--- src/hw/rtl/sac_pkg.sv ---
`default_nettype none
package sac_pkg;

	// Fixed widths of the stream words and of the configuration port.
	localparam int unsigned AddrInW  = 32;
	localparam int unsigned SDataW   = 32;
	localparam int unsigned MDataW   = 24;
	localparam int unsigned CfgIdxW  = 2;
	localparam int unsigned CfgDataW = 4;
	localparam int unsigned OutWayW  = 3;
	localparam int unsigned OutProbW = 4;
	localparam int unsigned OutSetW  = 10;

	// Register indexes.
	localparam logic [CfgIdxW-1:0] REG_MODE   = 2'd0;
	localparam logic [CfgIdxW-1:0] REG_OFFSET = 2'd1;
	localparam logic [CfgIdxW-1:0] REG_SETS   = 2'd2;
	localparam logic [CfgIdxW-1:0] REG_WAYS   = 2'd3;

	// Lookup modes.
	localparam logic [1:0] MODE_CONV    = 2'd0;
	localparam logic [1:0] MODE_PREDICT = 2'd1;
	localparam logic [1:0] MODE_HALT    = 2'd2;

	// Largest block offset that is honoured.
	localparam logic [3:0] OFFSET_MAX = 4'd12;

	// Result word as it leaves the block, highest field first.
	typedef struct packed {
		logic [MDataW-OutSetW-OutProbW-OutWayW-3:0] pad;
		logic [OutSetW-1:0]  set_index;
		logic [OutProbW-1:0] ways_probed;
		logic                predicted_hit;
		logic [OutWayW-1:0]  hit_way;
		logic                hit;
	} result_t;

	// Register file contents shared by the front and the back.
	typedef struct packed {
		logic [1:0] mode;
		logic [3:0] offset_bits;
		logic [3:0] set_bits;
		logic [3:0] ways_in_use;
	} cfg_t;

endpackage
`default_nettype wire

--- src/hw/rtl/sac_front.sv ---
`default_nettype none
module sac_front
	import sac_pkg::*;
#(
	parameter int unsigned MAX_SETS   = 1024,
	parameter int unsigned ADDR_WIDTH = 32
) (
	input  wire logic                  clk,
	input  wire logic                  arst_n,
	input  wire cfg_t                  cfg,
	input  wire logic                  init_done,
	input  wire logic                  s_tvalid,
	output logic                       s_tready,
	input  wire logic [SDataW-1:0]     s_tdata,
	output logic                       q_valid,
	input  wire logic                  q_pop,
	output logic [((MAX_SETS > 1) ? $clog2(MAX_SETS) : 1)-1:0] q_set,
	output logic [ADDR_WIDTH-1:0]      q_tag
);

	localparam int unsigned SET_W    = (MAX_SETS > 1) ? $clog2(MAX_SETS) : 1;
	localparam int unsigned MSB_BITS = $clog2(MAX_SETS + 1) - 1;

	logic [ADDR_WIDTH-1:0] addr;
	logic [3:0]            ob;
	logic [3:0]            sb;
	logic [4:0]            tsh;
	logic [ADDR_WIDTH-1:0] set_mask;
	logic [ADDR_WIDTH-1:0] set_full;
	logic [SET_W-1:0]      set_new;
	logic [ADDR_WIDTH-1:0] tag_new;
	logic                  push;

	logic [SET_W-1:0]      set_q [2];
	logic [ADDR_WIDTH-1:0] tag_q [2];
	logic                  wr_ptr_q;
	logic                  rd_ptr_q;
	logic [1:0]            count_q;

	assign addr     = ADDR_WIDTH'(s_tdata);
	assign ob       = (cfg.offset_bits > OFFSET_MAX) ? OFFSET_MAX : cfg.offset_bits;
	assign sb       = (cfg.set_bits > 4'(MSB_BITS)) ? 4'(MSB_BITS) : cfg.set_bits;
	assign tsh      = {1'b0, ob} + {1'b0, sb};
	assign set_mask = (ADDR_WIDTH'(1) << sb) - ADDR_WIDTH'(1);
	assign set_full = (addr >> ob) & set_mask;
	assign set_new  = set_full[SET_W-1:0];
	assign tag_new  = addr >> tsh;

	assign s_tready = init_done && (count_q != 2'd2);
	assign push     = s_tvalid && s_tready;
	assign q_valid  = (count_q != 2'd0);
	assign q_set    = set_q[rd_ptr_q];
	assign q_tag    = tag_q[rd_ptr_q];

	always_ff @(posedge clk) begin
		if (push) begin
			set_q[wr_ptr_q] <= set_new;
			tag_q[wr_ptr_q] <= tag_new;
		end
	end

	always_ff @(posedge clk or negedge arst_n) begin
		if (!arst_n) begin
			wr_ptr_q <= 1'b0;
			rd_ptr_q <= 1'b0;
			count_q  <= 2'd0;
		end else begin
			if (push)
				wr_ptr_q <= ~wr_ptr_q;
			if (q_pop)
				rd_ptr_q <= ~rd_ptr_q;
			count_q <= count_q + {1'b0, push} - {1'b0, q_pop};
		end
	end

`ifndef NO_ASSERTIONS
	a_no_pop_empty: assert property (@(posedge clk) disable iff (!arst_n)
		q_pop |-> q_valid) else $error("pop from an empty queue");
	a_count_range: assert property (@(posedge clk) disable iff (!arst_n)
		count_q != 2'd3) else $error("queue count out of range");
	a_no_push_before_init: assert property (@(posedge clk) disable iff (!arst_n)
		!init_done |-> !push) else $error("word taken during clearing pass");
`endif

endmodule
`default_nettype wire

--- config.mk ---
export PLATFORM = sky130hd
export DESIGN_NAME = sac_front
export DESIGN_NICKNAME = d
export VERILOG_FILES = /design/src/hw/rtl/sac_pkg.sv /design/src/hw/rtl/sac_front.sv
export SDC_FILE = /design/constraint.sdc
export NUM_CORES = 1
export LEC_CHECK = 0
export BUFFER_PORTS_ARGS = -buffer_cell sky130_fd_sc_hd__buf_2
export CORE_ASPECT_RATIO = 2
export CORE_UTILIZATION = 58
export DETAILED_ROUTE_END_ITERATION = 8
export PLACE_DENSITY = 0.81
export SLEW_MARGIN = 20
export SYNTH_ARGS = -nofsm -noshare
export SYNTH_HDL_FRONTEND = slang
export SYNTH_SLANG_ARGS = --single-unit
--- constraint.sdc ---
create_clock -name clk -period 4.05 [get_ports clk]
set_clock_uncertainty 0.1 [all_clocks]
set_input_delay 0.405 -clock clk [delete_from_list [all_inputs] [get_ports clk]]
set_output_delay 0.405 -clock clk [all_outputs]
set_load 0.02 [all_outputs]
==> impl_metrics.csv <==
group,metric,value,unit
route,drc,0,
route,vias,4788,
clock_tree,numCtsBuffers,9,
synth,synth_seq_area_share,42.6,%
synth,synthMuxAreaShare,30.3,%
grt,grt.total_usage,30.8,%
synth,synthCells,520,
clock_tree,post_cts_resized,0,
placed_design,place_ws,434,ps
sta,min_period,3340,ps
route,met1_length,5.32,mm
flow_run,drv_cap,0,
critical_path,cp-startpoint,"cfg[10]",
sta,tightestPinTransition,975,ps
hold_path,min_path_type,"primary input to flop",
route,drt-initial-drc-count,470,
cells_and_area,final_common_cell,"buf_2",
synth,synthAdderAreaFrac,1.54,%
critical_path,crit_path_cell_trace,"buf_2 -> a21bo_1 -> nor3_1 -> fa_1 -> xor2_4 -> buf_12 -> mux2_2 -> a21oi_1 -> a311oi_1 -> a31oi_1 -> a221oi_1",
critical_path,required,4000,ps
synth,synth-edff-count,84,
sta,maxSlewHeadroom,35.0,%
route,wl_met3,648,um
placed_design,placed_cells,723,
critical_path,cp_max_fo,36,
critical_path,critPathLaunchType,"primary input",
cells_and_area,layout-drive-gt1-share,36.0,%
sta,slew_violations,0,
synth,synth_seq_cells,88,
clock_tree,cts_buffer_depth,2,
placed_design,place_hpwl,12.4,mm
route,wl,16.0,mm
critical_path,crit_slowest_cell,"a31oi_1",
grt,grt_pass1_vias,4784,
route,ant_nets,0,
clock_tree,cts_tree,"done",
clock_tree,cts_sinks,88,
sta,setup_viol,0,
die,fp.dieW,74.9,um
synth,yosys_warnings,0,
sta,rsz0062_at_grt,"false",
synth,synth-simple-area-share,10.2,%
critical_path,worst-setup-path-type,"primary input to flop",
clock_tree,htree_levels,3,
sta,max_freq,300,MHz
status,outcome,"completed",
die,num_rows,52,
critical_path,crit-reg2reg-launch,"count_q[1]$_DFF_PN0_",
sta,post-route-period-util,82.4,%
grt,antenna_found_initial,0,
critical_path,reg2regPathDepth,2,
route,wl_per_cell,21.6,um
die,die-area,0.0111,mm2
critical_path,cpPeakStageDelay,520,ps
die,core,0.0102,mm2
sta,fin_setup_tns,0,ps
placed_design,io_buffers,88,
cells_and_area,antenna_cells,0,
die,fp.dieH,148,um
route,avgViaCountPerCell,6.47,
clock_tree,clk_root_buffer_cell,"clkbuf_16",
synth,synth_nets,578,
critical_path,r2r_slack,1890,ps
critical_path,worstPathArrival,3280,ps
synth,syn_area_per_cell,11.8,um2
critical_path,r2r-end,"tag_q[1][5]$_DFFE_PP_",
synth,synth_xor_area_share,1.30,%
cells_and_area,layout_common_cells,"buf_2, edfxtp_1, nand2_1, mux2i_1, mux2_2",
critical_path,setup.worst_path.end,"tag_q[1][2]$_DFFE_PP_",
power,power_density,524,mW/mm2
cells_and_area,nNetsFinal,658,
clock_tree,cts.clk_slew.worst_paths,70,ps
synth,ys.flop_type,"edfxtp_1",
synth,synth_compound_area_share,10.2,%
synth,synthArstFlopShare,4.55,%
critical_path,crit_path_end_kind,"flop",
sta,fin_ws,715,ps
route,routed-wl-met2,8.96,mm
route,dr.max_layer_used,"met4",
cells_and_area,area_growth_syn_to_layout,15.0,%
route,first_pass_iters,6,
sta,hold_viol_final,0,
grt,grt_first_pass_wirelength,24.7,mm
power,power_leakage,2.83,nW
cells_and_area,final_cells,740,
synth,syn-cell-area,0.00616,mm2
grt,overflow,0,
clock_tree,clock_latency,350,ps
die,initial_utilization,60.3,%
power,ir_worst_vdd,0.000439,V
die,pin_count,95,
synth,synth_top_family_by_area,"multiplexers",
synth,ys_types,56,
grt,grt_max_degree,44,
placed_design,gp_congestion,0.965,
repair_timing:
item / in CTS / in global routing
hold buffers: 1 / 0
buffers inserted: 0 / 0
hold endpoints to repair: 4 / 0
cells in the mapped netlist, drive strengths merged (13+ instances only):
library cell / instances / area (um2)
mux2: 51 / 574
mux2i: 57 / 571
nand2: 58 / 220
nand3: 13 / 70.1
nor2: 26 / 100
a21oi: 13 / 65.1
clkbuf: 23 / 86.3
and2: 14 / 87.6
edfxtp: 84 / 2520
o21ai: 23 / 126
buf: 17 / 105
a211oi: 13 / 97.6
mux4: 32 / 721
worst min path at each step:
| stage | start | to | cells after the start |
|---|---|---|---|
| 2_1_floorplan | arst_n | count_q[0]$_DFF_PN0_ | 0 |
| 3_3_place_gp | arst_n | rd_ptr_q$_DFFE_PN0P_ | 1 |
| 3_5_place_dp | arst_n | count_q[0]$_DFF_PN0_ | 1 |
| 4_1_cts | q_pop | rd_ptr_q$_DFFE_PN0P_ | 2 |
| 5_1_grt | q_pop | rd_ptr_q$_DFFE_PN0P_ | 2 |
| 6_report | q_pop | rd_ptr_q$_DFFE_PN0P_ | 2 |
cells by family (layout without fill, tap and decap cells):
logic type | Yosys count | in the layout
flip-flops | 88 | 88
multiplexers | 140 | 140
adder cells (fa/ha/maj) | 7 | 7
buffers and inverters | 52 | 137
XOR/XNOR | 7 | 7
AND/OR/NAND/NOR | 134 | 134
AO/OA/AOI/OAI | 92 | 92
through the flow:
stage | instance area, um2 | power, W | hold WS (ps) | util, %
3_3_place_gp | 6760 | 0.00286 | 111 | 66.1
2_1_floorplan | 6160 | 0.00244 | 9.41 | -
5_1_grt | 7080 | 0.00389 | 157 | 69.3
6_report | 7080 | 0.00371 | 158 | 69.3
4_1_cts | 7080 | 0.00372 | 155 | 69.3
3_5_place_dp | 6780 | 0.00291 | 115 | 66.3
layout make-up:
class | instances | area (um2)
inverter | 12 | 45.0
fill | 776 | 3130
clock buffer | 9 | 225
sequential | 88 | 2620
clock inverter | 7 | 72.6
tap | 135 | 169
multi-input combinational | 380 | 3310
timing repair buffer | 109 | 638
routing by layer:
| metal | vias up | GRT usage, % |
|---|---|---|
| met1 | 2322 | 30.1 |
| met3 | 68 | 3.95 |
| met4 | 0 | 19.2 |
| met2 | 239 | 57.4 |
| li1 | 2159 | - |
| met5 | - | 0 |
critical path: cells and delay by family:
| kind | cells | cell delay (ps) |
|---|---|---|
| buffers and inverters | 2 | 460 |
| and+or+nand+nor | 1 | 250 |
| muxes | 1 | 370 |
| xor gates and xnor gates | 1 | 190 |
| AOI/OAI and AO/OA | 5 | 1220 |
| adders and majority gates | 1 | 380 |
registers in the layout (all words and copies together) (netlist names):
signal,flops
tag_q,64
set_q,20
count_q,2
rd_ptr_q,1
wr_ptr_q,1
report_power, final:
part	leakage (nW)	internal [W]	switching, W	total [W]
sequential	0.832	0.00120	0.0000388	0.00124
clock	0.143	0.000435	0.000377	0.000812
combinational	1.85	0.000689	0.000971	0.00166
(Power assumes the default switching activity.)
